--- src/hdl/cfd_pkg.sv ---
// ----------------------------------------------------------------------------
// cfd_pkg : shared types and constants for the compass heading unit
// Datapath widths, fixed-point scales and the arctangent table.
// ----------------------------------------------------------------------------
package cfd_pkg;

	// field scaled by 2^24, grown by CORDIC gain and the pre-rotation
	localparam int XW          = 43;
	// angle in 2^-20 degree, up to about +/-190 degrees
	localparam int ZW          = 30;
	localparam int TABLE_LEN   = 24;
	localparam int INPUT_SCALE = 24;
	localparam int OUT_SHIFT   = 13;
	localparam int QW          = ZW - OUT_SHIFT;
	localparam int HW          = QW + 1;
	localparam int WW          = HW + 1;

	localparam logic signed [ZW-1:0] DEG90_Z   = 30'sd94371840;
	localparam logic signed [ZW-1:0] ROUND_BIAS = 30'sd4096;
	localparam logic signed [WW-1:0] FULL_TURN  = 19'sd46080;
	localparam logic signed [WW-1:0] TWO_TURNS  = 19'sd92160;

	typedef struct packed {
		logic                 zero;
		logic signed [XW-1:0] x;
		logic signed [XW-1:0] y;
		logic signed [ZW-1:0] z;
	} cfd_vec_t;

	// atan(2^-i) in 2^-20 degree, rounded to nearest
	function automatic logic signed [ZW-1:0] atan_entry(input int unsigned idx);
		logic signed [ZW-1:0] r;
		unique case (idx)
			0:  r = 30'sd47185920;
			1:  r = 30'sd27855475;
			2:  r = 30'sd14718068;
			3:  r = 30'sd7471121;
			4:  r = 30'sd3750058;
			5:  r = 30'sd1876857;
			6:  r = 30'sd938658;
			7:  r = 30'sd469357;
			8:  r = 30'sd234682;
			9:  r = 30'sd117342;
			10: r = 30'sd58671;
			11: r = 30'sd29335;
			12: r = 30'sd14668;
			13: r = 30'sd7334;
			14: r = 30'sd3667;
			15: r = 30'sd1833;
			16: r = 30'sd917;
			17: r = 30'sd458;
			18: r = 30'sd229;
			19: r = 30'sd115;
			20: r = 30'sd57;
			21: r = 30'sd29;
			22: r = 30'sd14;
			23: r = 30'sd7;
			default: r = '0;
		endcase
		return r;
	endfunction

endpackage

--- src/hdl/cfd_pre.sv ---
// ----------------------------------------------------------------------------
// cfd_pre : input stage
// Registers the field pair, folds the left half plane into the right one
// and scales the vector up for the CORDIC stages.
// ----------------------------------------------------------------------------
module cfd_pre
	import cfd_pkg::*;
(
	input  logic              clk,
	input  logic              arst_n,
	input  logic              valid_in,
	output logic              ready_in,
	input  logic signed [15:0] fx,
	input  logic signed [15:0] fy,
	output logic              valid_out,
	input  logic              ready_out,
	output cfd_vec_t          vec_out
);

	logic                 valid_s1;
	cfd_vec_t             vec_s1;
	cfd_vec_t             vec_d;
	logic signed [XW-1:0] fxe;
	logic signed [XW-1:0] fye;
	logic signed [XW-1:0] x_sel;
	logic signed [XW-1:0] y_sel;

	assign fxe = {{(XW-16){fx[15]}}, fx};
	assign fye = {{(XW-16){fy[15]}}, fy};

	always_comb begin
		vec_d.zero = (fx == '0) && (fy == '0);
		vec_d.z    = '0;
		x_sel      = fxe;
		y_sel      = fye;
		if (fx[15]) begin
			// turn by 90 degrees into the right half plane
			if (!fy[15]) begin
				x_sel   = fye;
				y_sel   = -fxe;
				vec_d.z = DEG90_Z;
			end else begin
				x_sel   = -fye;
				y_sel   = fxe;
				vec_d.z = -DEG90_Z;
			end
		end
		vec_d.x = x_sel <<< INPUT_SCALE;
		vec_d.y = y_sel <<< INPUT_SCALE;
	end

	assign ready_in = !valid_s1 || ready_out;

	always_ff @(posedge clk or negedge arst_n) begin
		if (!arst_n) begin
			valid_s1 <= 1'b0;
		end else if (ready_in) begin
			valid_s1 <= valid_in;
		end
	end

	always_ff @(posedge clk) begin
		if (valid_in && ready_in) begin
			vec_s1 <= vec_d;
		end
	end

	assign valid_out = valid_s1;
	assign vec_out   = vec_s1;

endmodule

--- config.mk ---
export PLATFORM = sky130hd
export DESIGN_NAME = cfd_pre
export DESIGN_NICKNAME = d
export VERILOG_FILES = /design/src/hdl/cfd_pkg.sv /design/src/hdl/cfd_pre.sv
export SDC_FILE = /design/constraint.sdc
export NUM_CORES = 1
export LEC_CHECK = 0
export BUFFER_PORTS_ARGS = -buffer_cell sky130_fd_sc_hd__buf_2
export CAP_MARGIN = 20
export CORE_ASPECT_RATIO = 1.1
export CORE_MARGIN = 2
export CORE_UTILIZATION = 30
export CTS_BUF_LIST = sky130_fd_sc_hd__clkbuf_8
export CTS_CLUSTER_SIZE = 20
export DETAILED_ROUTE_END_ITERATION = 10
export PLACE_DENSITY = 0.55
export SKIP_CTS_REPAIR_TIMING = 1
export SLEW_MARGIN = 20
export SYNTH_ARGS = -nofsm -noshare
export SYNTH_HDL_FRONTEND = slang
export SYNTH_SLANG_ARGS = --single-unit
--- constraint.sdc ---
create_clock -name clk -period 2.2 [get_ports clk]
set_clock_uncertainty 0.15 [all_clocks]
set_input_delay 0.66 -clock clk [delete_from_list [all_inputs] [get_ports clk]]
set_output_delay 0.66 -clock clk [all_outputs]
set_load 0.03 [all_outputs]
==> Word-level counts from Yosys, hierarchy flattened <==
Cells that the tools add are included.
{ "word_totals": {"ram_bits": 0, "regBits": 70, "elab_cells": 20, "latchBits": 0, "out_inout_bits": 119, "memories": 0, "mem_bits_ro": 0} }
{ "classes": {"n_div": 0, "n_reduce_logical": 7, "n_mux": 5, "bitwise_logic": 0, "eq_ne": 0, "mul": 0, "addsub": 2, "shifts": 0, "n_lt_le_gt_ge": 0} }
{ "ops": {"columns": ["operator", "n"], "rows": [
  ["$mux W19", 2],
  ["$neg A16 Y19", 2],
  ["$logic_not A16 Y1", 2],
  ["$mux W15", 2],
  ["$mux W30", 1],
  ["$logic_and A1 B1 Y1", 2],
  ["$reduce_and A2 Y1", 1],
  ["$logic_not A1 Y1", 1],
  ["$logic_or A1 B1 Y1", 1]
]} }

==> Longest topological paths before layout <==
Gate-level depths: netlist of the first run.
{ "logic_depth": {"word_depth": 3, "mapped_depth": 6, "ltp_nobuf": 6} }

==> Worst setup path before layout of the first run <==
No wires, ideal clock.
{ "synth_path": {"kind": "input -> register", "from": "input ready_out", "to": "register vec_s1 (netlist bit vec_out[100]), enable pin", "required_ns": 1.647, "t_arrival_ns": 2.058, "setup_slack_ns": -0.411, "cell_stages": 2, "path_buffers": 0, "cell_sequence": "nand2b_1 -> and2_1"} }
{ "synth_via": {"elab_chain_len": 2} }
{ "synth_lines": {"columns": ["item", "line", "rtl"], "rows": [
  ["from (decl)", "cfd_pre.sv:16", "input logic ready_out,"],
  ["$logic_or A1 B1 Y1", "cfd_pre.sv:52", "assign ready_in = !valid_s1 || ready_out;"],
  ["$logic_and A1 B1 Y1", "cfd_pre.sv:63", "if (valid_in && ready_in) begin"],
  ["to (signal assigned)", "cfd_pre.sv:64", "vec_s1 <= vec_d;"],
  ["to (decl)", "cfd_pre.sv:21", "cfd_vec_t vec_s1;"]
]} }
No other way between the ends.
A chain may end at the register's enable or synchronous reset.

==> report_table.html, run 1 <==
<table>
<tr><th>Metric</th><th>Value</th></tr>
<tr><th colspan="2">Synthesis</th></tr>
<tr><td>Syn Inst Count</td><td>between 200 and 300</td></tr>
<tr><td>Most area-hungry cell type in the Yosys netlist</td><td>edfxtp_1</td></tr>
<tr><td>Most numerous cell in the Yosys netlist</td><td>buf_4</td></tr>
<tr><td>Number of distinct standard cells referenced by the synthesized netlist</td><td>36</td></tr>
<tr><td>Share of flip-flops with an asynchronous set or reset</td><td>approximately 2.3%</td></tr>
<tr><td>Mean Syn Cell Area</td><td>between 10 and 15 µm²</td></tr>
<tr><td>Register bit count reported by yosys</td><td>43</td></tr>
<tr><td>Share of synthesized area occupied by flip-flops and latches</td><td>between 40% and 50%</td></tr>
<tr><td>List of most frequent post-synthesis cells</td><td>buf_4, edfxtp_1, nor2_1, a21oi_1</td></tr>
<tr><td>Main synth FF type</td><td>edfxtp_1</td></tr>
<tr><td>Leading post-synthesis cells by cell area</td><td>edfxtp_1, buf_4, a21oi_1, nor2_1, xnor2_1</td></tr>
<tr><td>Proportion of netlist area held by the largest area contributor</td><td>43.5%</td></tr>
<tr><td>Summed instance area of the synthesized netlist</td><td>around 0.0029 mm²</td></tr>
<tr><td>Yosys warnings</td><td>0</td></tr>
<tr><td>Number of enable flip-flop cells after synthesis</td><td>42</td></tr>
<tr><th colspan="2">Global routing</th></tr>
<tr><td>Number of global-route vias before repair</td><td>1946</td></tr>
<tr><td>Remaining global-route overflow</td><td>0</td></tr>
<tr><td>Maximum number of pins on one net before global-route repair</td><td>43</td></tr>
<tr><td>Aggregate global-route resource usage</td><td>between 10% and 20%</td></tr>
<tr><td>Number of antenna violations at the first check in global routing</td><td>0</td></tr>
<tr><td>First-pass GRT wire length</td><td>between 9000 and 10000 µm</td></tr>
<tr><th colspan="2">Placed design</th></tr>
<tr><td>Placed wire-length estimate</td><td>between 4000 and 5000 µm</td></tr>
<tr><td>Count of port buffers added during placement</td><td>85</td></tr>
<tr><td>Placed Instances</td><td>503</td></tr>
<tr><td>Weighted congestion at the end of routability-driven global placement</td><td>roughly 0.84</td></tr>
<tr><th colspan="2">Timing</th></tr>
<tr><td>Slew headroom</td><td>between 60% and 70%</td></tr>
<tr><td>Final count of negative-setup-slack endpoints</td><td>0</td></tr>
<tr><td>Total count of max-transition violations in the final report</td><td>0</td></tr>
<tr><td>Transition time of the tightest slew-check pin</td><td>~0.51 ns</td></tr>
<tr><td>Tcrit/Tclk final</td><td>between 90 and 100%</td></tr>
<tr><td>Time the final worst path needs with I/O delays and setup</td><td>2.19 ns</td></tr>
<tr><td>RSZ-0062 raised after global routing</td><td>yes</td></tr>
<tr><td>Final hold slack</td><td>between 0.3 and 0.4 ns</td></tr>
<tr><td>Top achievable clock speed</td><td>456 MHz</td></tr>
<tr><td>Setup TNS Final</td><td>0 ns</td></tr>
<tr><td>Final hold vios</td><td>0</td></tr>
<tr><th colspan="2">Pwr</th></tr>
<tr><td>Part of the total power dissipated in sequential elements</td><td>46.7%</td></tr>
<tr><td>Pwr dens</td><td>between 500 and 600 mW/mm²</td></tr>
<tr><td>Pwr Total</td><td>approximately 2.1 mW</td></tr>
<tr><td>Part of the total power dissipated in combinational logic</td><td>approximately 30%</td></tr>
<tr><td>Internal power</td><td>about 1.4 mW</td></tr>
<tr><td>Fraction of power consumed by the clock network</td><td>23.0%</td></tr>
<tr><td>Leakage power figure</td><td>around 1.6 nW</td></tr>
<tr><td>Sw Ratio</td><td>between 30% and 40%</td></tr>
<tr><td>Worst IR drop on VDD</td><td>~240 µV</td></tr>
<tr><td>Switching power</td><td>between 0.7 and 0.8 mW</td></tr>
<tr><th colspan="2">Layout</th></tr>
<tr><td>Fraction of final layout cells sized beyond drive strength 1</td><td>between 30 and 40%</td></tr>
<tr><td>Non-filler instance count after layout</td><td>about 510</td></tr>
<tr><td>Net count, final</td><td>433</td></tr>
<tr><td>Utilization after layout</td><td>37.3%</td></tr>
<tr><td>Area overhead of the layout relative to synthesis</td><td>20.9%</td></tr>
<tr><td>Count of inserted antenna diode cells</td><td>0</td></tr>
<tr><td>Filler cell count</td><td>between 900 and 1k</td></tr>
<tr><th colspan="2">Drt</th></tr>
<tr><td>Number of optimization iterations in the first detailed-route pass</td><td>4</td></tr>
<tr><td>Via-to-Cell Ratio</td><td>around 4.3</td></tr>
<tr><td>Drt first-iter violations</td><td>99</td></tr>
<tr><td>Mean routed wirelength per cell</td><td>12.8 µm</td></tr>
<tr><td>Final routed DRC violation total</td><td>0</td></tr>
<tr><td>Total Wirelength</td><td>about 6600 µm</td></tr>
<tr><td>Highest layer used for signal routing</td><td>met4</td></tr>
<tr><td>Routed wire length on met3</td><td>roughly 570 µm</td></tr>
<tr><td>M1 wire length</td><td>2700 µm</td></tr>
<tr><td>Remaining number of nets flagged by the antenna check after routing</td><td>0</td></tr>
<tr><td>Vias after detailed routing</td><td>around 2.2k</td></tr>
<tr><td>Routed length on met2</td><td>~3200 µm</td></tr>
<tr><th colspan="2">Worst setup path</th></tr>
<tr><td>Startpoint kind of the worst setup timing path</td><td>input pin</td></tr>
<tr><td>Critical Path Fanout Max</td><td>4</td></tr>
<tr><td>Largest incremental delay on the critical path</td><td>between 0.7 and 0.8 ns</td></tr>
<tr><td>Cells along the critical path</td><td>buf_6 &gt; or4_2 &gt; o31ai_1 &gt; xor2_1 &gt; a21oi_1</td></tr>
<tr><td>Crit-path slowest cell</td><td>or4_2</td></tr>
<tr><td>Crit end category</td><td>flop</td></tr>
<tr><td>Start-to-end type of the worst setup path</td><td>in2reg</td></tr>
<tr><td>WP data arrival</td><td>approximately 2.1 ns</td></tr>
<tr><td>Endpoint required time on the critical path</td><td>roughly 2.1 ns</td></tr>
<tr><th colspan="2">Floorplanning</th></tr>
<tr><td>Number of standard-cell rows in the floorplan</td><td>37</td></tr>
<tr><td>Number of top-level pins</td><td>about 160</td></tr>
<tr><td>Die span in x</td><td>around 98 µm</td></tr>
<tr><td>Height of the die</td><td>around 110 µm</td></tr>
<tr><td>Total core area</td><td>0.00940 mm²</td></tr>
<tr><td>Starting density of the core</td><td>a little under a third</td></tr>
<tr><td>Area enclosed by the die boundary</td><td>approximately 0.010 mm²</td></tr>
<tr><th colspan="2">Clock network</th></tr>
<tr><td>CTS HTree Levels</td><td>2</td></tr>
<tr><td>Num Clock Sinks</td><td>43</td></tr>
<tr><td>Clock network latency to the later pin of the worst-skew pair</td><td>roughly 0.29 ns</td></tr>
<tr><td>Clock tree root driver cell</td><td>clkbuf_8</td></tr>
<tr><td>Number of CTS-inserted buffers</td><td>5</td></tr>
<tr><td>CTS tree</td><td>done</td></tr>
<tr><td>Clock input transition at the sequential cells of the worst setup and hold paths</td><td>around 0.080 ns</td></tr>
<tr><td>Maximum number of buffers from clock root to sink</td><td>2</td></tr>
<tr><th colspan="2">Run</th></tr>
<tr><td>Max-cap violations</td><td>0</td></tr>
<tr><th colspan="2">Worst hold path</th></tr>
<tr><td>Classification of the worst-slack hold path</td><td>reg2reg</td></tr>
<tr><th colspan="2">Run status</th></tr>
<tr><td>Status</td><td>finished, final reports clean</td></tr>
</table>
[per-layer routing]
metal	vias to the layer above	global-route usage, %
met3	5	2.54
met2	118	20.4
met4	0	3.57
met1	1035	14.5
li1	1069	-
met5	-	0
[worst max-delay path: cells and delay by family]
kind	cells	cell delay, ns
compound gates	2	0.42
xor+xnor	1	0.18
simple gates	1	0.74
buf+inv	1	0.10
[flip-flops by register name, summed over array words and instances, names as in the netlist]
signal,flops
vec_out,42
valid_out,1
[layout make-up]
type | instances | area, µm² | area share, %
sequential | 43 | 1290 | 36.7
multi-input combinational | 220 | 1270 | 36.1
timing repair buffer | 117 | 693 | 19.8
tap | 117 | 146 | 4.17
clock buffer | 5 | 68.8 | 1.96
inverter | 8 | 30.0 | 0.856
clock inverter | 3 | 15.0 | 0.428
[cell usage in the layout, fill, tap and decap left out, types with 2 or more instances in the layout]
cell / instances
buf_2: 83
conb_1: 72
edfxtp_1: 42
nor2_1: 34
a21oi_1: 32
buf_4: 30
xnor2_1: 14
xor2_1: 12
inv_1: 8
nor3_1: 5
clkbuf_8: 5
a31oi_1: 4
nand2_1: 4
o41ai_2: 4
a41oi_1: 3
o21ai_0: 3
nor4_1: 2
nor3b_1: 2
and2_1: 2
mux2i_1: 2
or4_1: 2
o31ai_1: 2
o31ai_2: 2
nor2b_1: 2
nand2b_1: 2
ha_1: 2
clkinv_1: 2
buf_6: 2
[final timing paths]
kind | from | to | slack, ns | depth (start not counted)
max in group asynchronous | arst_n | valid_out$_DFFE_PN0N_ | 1.30 | 2
min in group asynchronous | arst_n | valid_out$_DFFE_PN0N_ | 0.52 | 2
setup reg to reg | valid_out$_DFFE_PN0N_ | vec_out[109]$_DFFE_PP_ | 0.83 | 3
hold reg to reg | valid_out$_DFFE_PN0N_ | valid_out$_DFFE_PN0N_ | 0.40 | 2
setup / recovery | fy[5] | vec_out[107]$_DFFE_PP_ | 0.006 | 5
hold / removal | valid_out$_DFFE_PN0N_ | valid_out$_DFFE_PN0N_ | 0.40 | 2
[cells by family (layout without fill, tap and decap cells)]
logic type	count (synthesis)	after routing	share of synthesized area, %
buffers and inverters	99	133	22.8
AND/OR/NAND/NOR	64	65	11.4
AO/OA/AOI/OAI	53	53	11.9
flip-flops	43	43	44.3
XOR/XNOR	26	26	7.85
adder cells (fa/ha/maj)	2	2	0.863
multiplexers	2	2	0.690
other	1	72	0.129
[power by group through the flow]
stage	registers (mW)	clock network (mW)	logic, mW
floorplan	1.11	0	0.432
global placement	1.00	0	0.622
detailed placement	1.00	0	0.625
CTS	0.982	0.501	0.628
global route	0.987	0.527	0.686
finish	0.981	0.482	0.638
[stage by stage]
| step | setup slack [ns] | area, µm² |
|---|---|---|
| floorplan | -0.106 | 3180 |
| global placement | -0.305 | 3360 |
| detailed placement | -0.393 | 3360 |
| CTS | -0.0720 | 3450 |
| global route | -0.0568 | 3510 |
| finish | 0.00599 | 3510 |
(Power assumes the default switching activity.)
==> inputs of run 2 (changes only) <==
- ABC_AREA: unset -> 1
==> report_table.html, run 2 <==
<table>
<tr><th>Metric</th><th>Value</th></tr>
<tr><th colspan="2">Floorplanning</th></tr>
<tr><td>Number of top-level pins</td><td>155 (unchanged)</td></tr>
<tr><td>Die span in x</td><td>100 µm (+2.5%)</td></tr>
<tr><td>Starting density of the core</td><td>30.9% (+0.034 points)</td></tr>
<tr><td>Height of the die</td><td>110 µm (+2.5%)</td></tr>
<tr><td>Total core area</td><td>0.00989 mm² (+5.2%)</td></tr>
<tr><td>Area enclosed by the die boundary</td><td>0.0110 mm² (+5.1%)</td></tr>
<tr><td>Number of standard-cell rows in the floorplan</td><td>38 (+2.7%)</td></tr>
<tr><th colspan="2">Timing</th></tr>
<tr><td>Final hold slack</td><td>0.433 ns (+0.0349 ns)</td></tr>
<tr><td>Total count of max-transition violations in the final report</td><td>0 (unchanged)</td></tr>
<tr><td>Least setup slack across all paths after layout</td><td>0.288 ns (+0.282 ns)</td></tr>
<tr><td>Final count of negative-setup-slack endpoints</td><td>0 (unchanged)</td></tr>
<tr><td>Final hold vios</td><td>0 (unchanged)</td></tr>
<tr><td>Time the final worst path needs with I/O delays and setup</td><td>1.91 ns (-0.282 ns)</td></tr>
<tr><td>Setup TNS Final</td><td>0 ns (unchanged)</td></tr>
<tr><td>Tcrit/Tclk final</td><td>86.9% (-13 points)</td></tr>
<tr><td>RSZ-0062 raised after global routing</td><td>no</td></tr>
<tr><td>Top achievable clock speed</td><td>523 MHz (+15%)</td></tr>
<tr><th colspan="2">Clock network</th></tr>
<tr><td>Clock input transition at the sequential cells of the worst setup and hold paths</td><td>0.07 ns (about the same)</td></tr>
<tr><td>Maximum number of buffers from clock root to sink</td><td>2 (unchanged)</td></tr>
<tr><td>CTS HTree Levels</td><td>2 (unchanged)</td></tr>
<tr><td>Num Clock Sinks</td><td>43 (unchanged)</td></tr>
<tr><td>Clock network latency to the later pin of the worst-skew pair</td><td>0.29 ns (about the same)</td></tr>
<tr><td>Clock tree root driver cell</td><td>clkbuf_8</td></tr>
<tr><td>Number of CTS-inserted buffers</td><td>5 (unchanged)</td></tr>
<tr><td>CTS tree</td><td>done</td></tr>
<tr><th colspan="2">Worst setup path</th></tr>
<tr><td>Worst r2r src</td><td>valid_out$_DFFE_PN0N_</td></tr>
<tr><td>Cells on worst reg2reg path</td><td>2 (-1)</td></tr>
<tr><td>Critical Path Fanout Max</td><td>2 (-2)</td></tr>
<tr><td>Startpoint kind of the worst setup timing path</td><td>input pin</td></tr>
<tr><td>Reg2Reg Setup Slack</td><td>0.87 ns (+0.04 ns)</td></tr>
<tr><td>Crit end category</td><td>output pin</td></tr>
<tr><td>WP data arrival</td><td>1.10 ns (-0.99 ns)</td></tr>
<tr><td>Start-to-end type of the worst setup path</td><td>in2out</td></tr>
<tr><td>Critical path startpoint</td><td>ready_out</td></tr>
<tr><td>Endpoint required time on the critical path</td><td>1.39 ns (-0.70 ns)</td></tr>
<tr><td>Critical path endpoint</td><td>ready_in</td></tr>
<tr><td>End of the worst register-to-register path</td><td>vec_out[68]$_DFFE_PP_</td></tr>
<tr><th colspan="2">Pwr</th></tr>
<tr><td>Worst IR drop on VDD</td><td>177 µV (-25%)</td></tr>
<tr><td>Internal power</td><td>1.44 mW (+5.9%)</td></tr>
<tr><td>Pwr Total</td><td>2.21 mW (+5.1%)</td></tr>
<tr><td>Pwr dens</td><td>638 mW/mm² (+6.5%)</td></tr>
<tr><td>Fraction of power consumed by the clock network</td><td>27.7% (+4.7 points)</td></tr>
<tr><td>Part of the total power dissipated in sequential elements</td><td>44.5% (-2.2 points)</td></tr>
<tr><td>Part of the total power dissipated in combinational logic</td><td>27.8% (-2.6 points)</td></tr>
<tr><td>Sw Ratio</td><td>34.9% (-0.48 points)</td></tr>
<tr><td>Leakage power figure</td><td>1.70 nW (+9.2%)</td></tr>
<tr><td>Switching power</td><td>0.771 mW (+3.6%)</td></tr>
<tr><th colspan="2">Drt</th></tr>
<tr><td>Drt first-iter violations</td><td>123 (+24%)</td></tr>
<tr><td>Remaining number of nets flagged by the antenna check after routing</td><td>0 (unchanged)</td></tr>
<tr><td>Final routed DRC violation total</td><td>0 (unchanged)</td></tr>
<tr><td>Mean routed wirelength per cell</td><td>12.4 µm (-2.9%)</td></tr>
<tr><td>Vias after detailed routing</td><td>2490 (+12%)</td></tr>
<tr><td>Total Wirelength</td><td>7160 µm (+9.2%)</td></tr>
<tr><td>Number of optimization iterations in the first detailed-route pass</td><td>4 (unchanged)</td></tr>
<tr><td>Via-to-Cell Ratio</td><td>4.32 (-0.59%)</td></tr>
<tr><th colspan="2">Layout</th></tr>
<tr><td>Commonest non-fill, non-tap cells in the layout</td><td>nand2_1, buf_2, conb_1</td></tr>
<tr><td>Count of inserted antenna diode cells</td><td>0 (unchanged)</td></tr>
<tr><td>Leading cell type in the layout, fill and taps excluded</td><td>nand2_1</td></tr>
<tr><td>Total non-filler cell area in the finished layout</td><td>0.00346 mm² (-1.3%)</td></tr>
<tr><td>Non-filler instance count after layout</td><td>577 (+12%)</td></tr>
<tr><td>Area overhead of the layout relative to synthesis</td><td>13.3%</td></tr>
<tr><td>Fraction of final layout cells sized beyond drive strength 1</td><td>24.3% (-10 points)</td></tr>
<tr><td>Net count, final</td><td>494 (+14%)</td></tr>
<tr><td>Flip-flop count of the largest register, all copies and words added</td><td>42 (unchanged)</td></tr>
<tr><td>Utilization after layout</td><td>35.0% (-2.3 points)</td></tr>
<tr><th colspan="2">Synthesis</th></tr>
<tr><td>Share of synthesized area occupied by flip-flops and latches</td><td>42.1% (-2.3 points)</td></tr>
<tr><td>Most area-hungry cell type in the Yosys netlist</td><td>edfxtp_1</td></tr>
<tr><td>Register bit count reported by yosys</td><td>43 (unchanged)</td></tr>
<tr><td>Most numerous cell in the Yosys netlist</td><td>nand2_1</td></tr>
<tr><td>Number of enable flip-flop cells after synthesis</td><td>42 (unchanged)</td></tr>
<tr><td>Number of distinct standard cells referenced by the synthesized netlist</td><td>29 (-19%)</td></tr>
<tr><td>Yosys warnings</td><td>0 (unchanged)</td></tr>
<tr><td>Syn Inst Count</td><td>373 (+29%)</td></tr>
<tr><td>Share of flip-flops with an asynchronous set or reset</td><td>2.33% (unchanged)</td></tr>
<tr><td>Main synth FF type</td><td>edfxtp_1</td></tr>
<tr><td>Leading post-synthesis cells by cell area</td><td>edfxtp_1, buf_4, nand2_1, nand3_1, o21ai_0</td></tr>
<tr><td>List of most frequent post-synthesis cells</td><td>nand2_1, buf_4, edfxtp_1, nand3_1, inv_1</td></tr>
<tr><td>Proportion of netlist area held by the largest area contributor</td><td>41.3% (-2.2 points)</td></tr>
<tr><td>Mean Syn Cell Area</td><td>8.19 µm² (-18%)</td></tr>
<tr><td>Summed instance area of the synthesized netlist</td><td>0.00306 mm² (+5.3%)</td></tr>
<tr><th colspan="2">Placed design</th></tr>
<tr><td>Count of port buffers added during placement</td><td>85 (unchanged)</td></tr>
<tr><td>Weighted congestion at the end of routability-driven global placement</td><td>0.845 (+1.0%)</td></tr>
<tr><td>Worst slack, placed</td><td>0.0443 ns (+0.437 ns)</td></tr>
<tr><td>Placed Instances</td><td>568 (+13%)</td></tr>
<tr><td>Cell area after placement</td><td>0.00334 mm² (-0.56%)</td></tr>
<tr><td>Placed wire-length estimate</td><td>5440 µm (+11%)</td></tr>
<tr><th colspan="2">Global routing</th></tr>
<tr><td>Remaining global-route overflow</td><td>0 (unchanged)</td></tr>
<tr><td>Number of antenna violations at the first check in global routing</td><td>1 (+1)</td></tr>
<tr><td>Number of global-route vias before repair</td><td>2110 (+8.4%)</td></tr>
<tr><td>Maximum number of pins on one net before global-route repair</td><td>43 (unchanged)</td></tr>
<tr><td>Aggregate global-route resource usage</td><td>12.6% (+0.85 points)</td></tr>
<tr><td>First-pass GRT wire length</td><td>10500 µm (+7.6%)</td></tr>
<tr><th colspan="2">Worst hold path</th></tr>
<tr><td>Classification of the worst-slack hold path</td><td>reg2reg</td></tr>
<tr><th colspan="2">Run</th></tr>
<tr><td>Max-cap violations</td><td>0 (unchanged)</td></tr>
<tr><th colspan="2">Run status</th></tr>
<tr><td>Status</td><td>finished, final reports clean</td></tr>
</table>
## run 2: cell count changes after synthesis, moves of 8 or more
cell      before  now
xnor2_1       14    1
clkbuf_1      14    6
nand3_1        0   36
nor2_1        34   22
a21oi_1       32    2
nand2_1        4   95
o21ai_0        4   22
inv_1          8   28
## run 2: area by class of cell
| cell class | instances | area, µm² |
|---|---|---|
| Fill cell | 1043 | 6430 |
| Multi-Input combinational cell | 282 | 1300 |
| Sequential cell | 43 | 1290 |
| Timing Repair Buffer | 93 | 500 |
| Tap cell | 120 | 150 |
| Inverter | 31 | 116 |
| Clock buffer | 5 | 68.8 |
| Clock inverter | 3 | 38.8 |
## run 2: worst max-delay path, stage by stage
cell,delay [ns]
buf_2,0.10
inv_1,0.09
nand2_1,0.07
buf_2,0.18
## run 2: power groups by stage
stage / logic [mW] / clock network, mW / registers (mW)
5_1_grt: 0.664 / 0.662 / 0.988
4_1_cts: 0.613 / 0.632 / 0.984
2_1_floorplan: 0.450 / 0 / 1.11
6_report: 0.615 / 0.611 / 0.982
3_5_place_dp: 0.610 / 0 / 1.00
3_3_place_gp: 0.607 / 0 / 1.00
## run 2: worst min-delay path by stage
stage,startpoint,end,slack (ns),cells past startpoint
after floorplan,arst_n,valid_out$_DFFE_PN0N_,0.21,0
after global placement,arst_n,valid_out$_DFFE_PN0N_,0.29,1
after detailed placement,arst_n,valid_out$_DFFE_PN0N_,0.29,1
after CTS,arst_n,valid_out$_DFFE_PN0N_,-0.04,1
after global routing,valid_in,valid_out$_DFFE_PN0N_,0.44,3
final,valid_out$_DFFE_PN0N_,valid_out$_DFFE_PN0N_,0.43,2
## run 2: logic make-up after synthesis
group,count (synthesis),synth area share [%]
AOI/OAI and AO/OA,32,6.39
xor gates and xnor gates,9,2.58
adders and majority gates,2,0.819
buffers and inverters,119,24.4
DFF,43,42.1
other,1,0.123
and+or+nand+nor,167,23.5
## run 2: metal layers
metal	up-vias	GRT usage, %	routed length [µm]
met5	-	0	0
met4	0	4.50	100
met3	6	3.88	769
met2	137	22.3	3430
met1	1122	14.2	2850
li1	1225	-	-
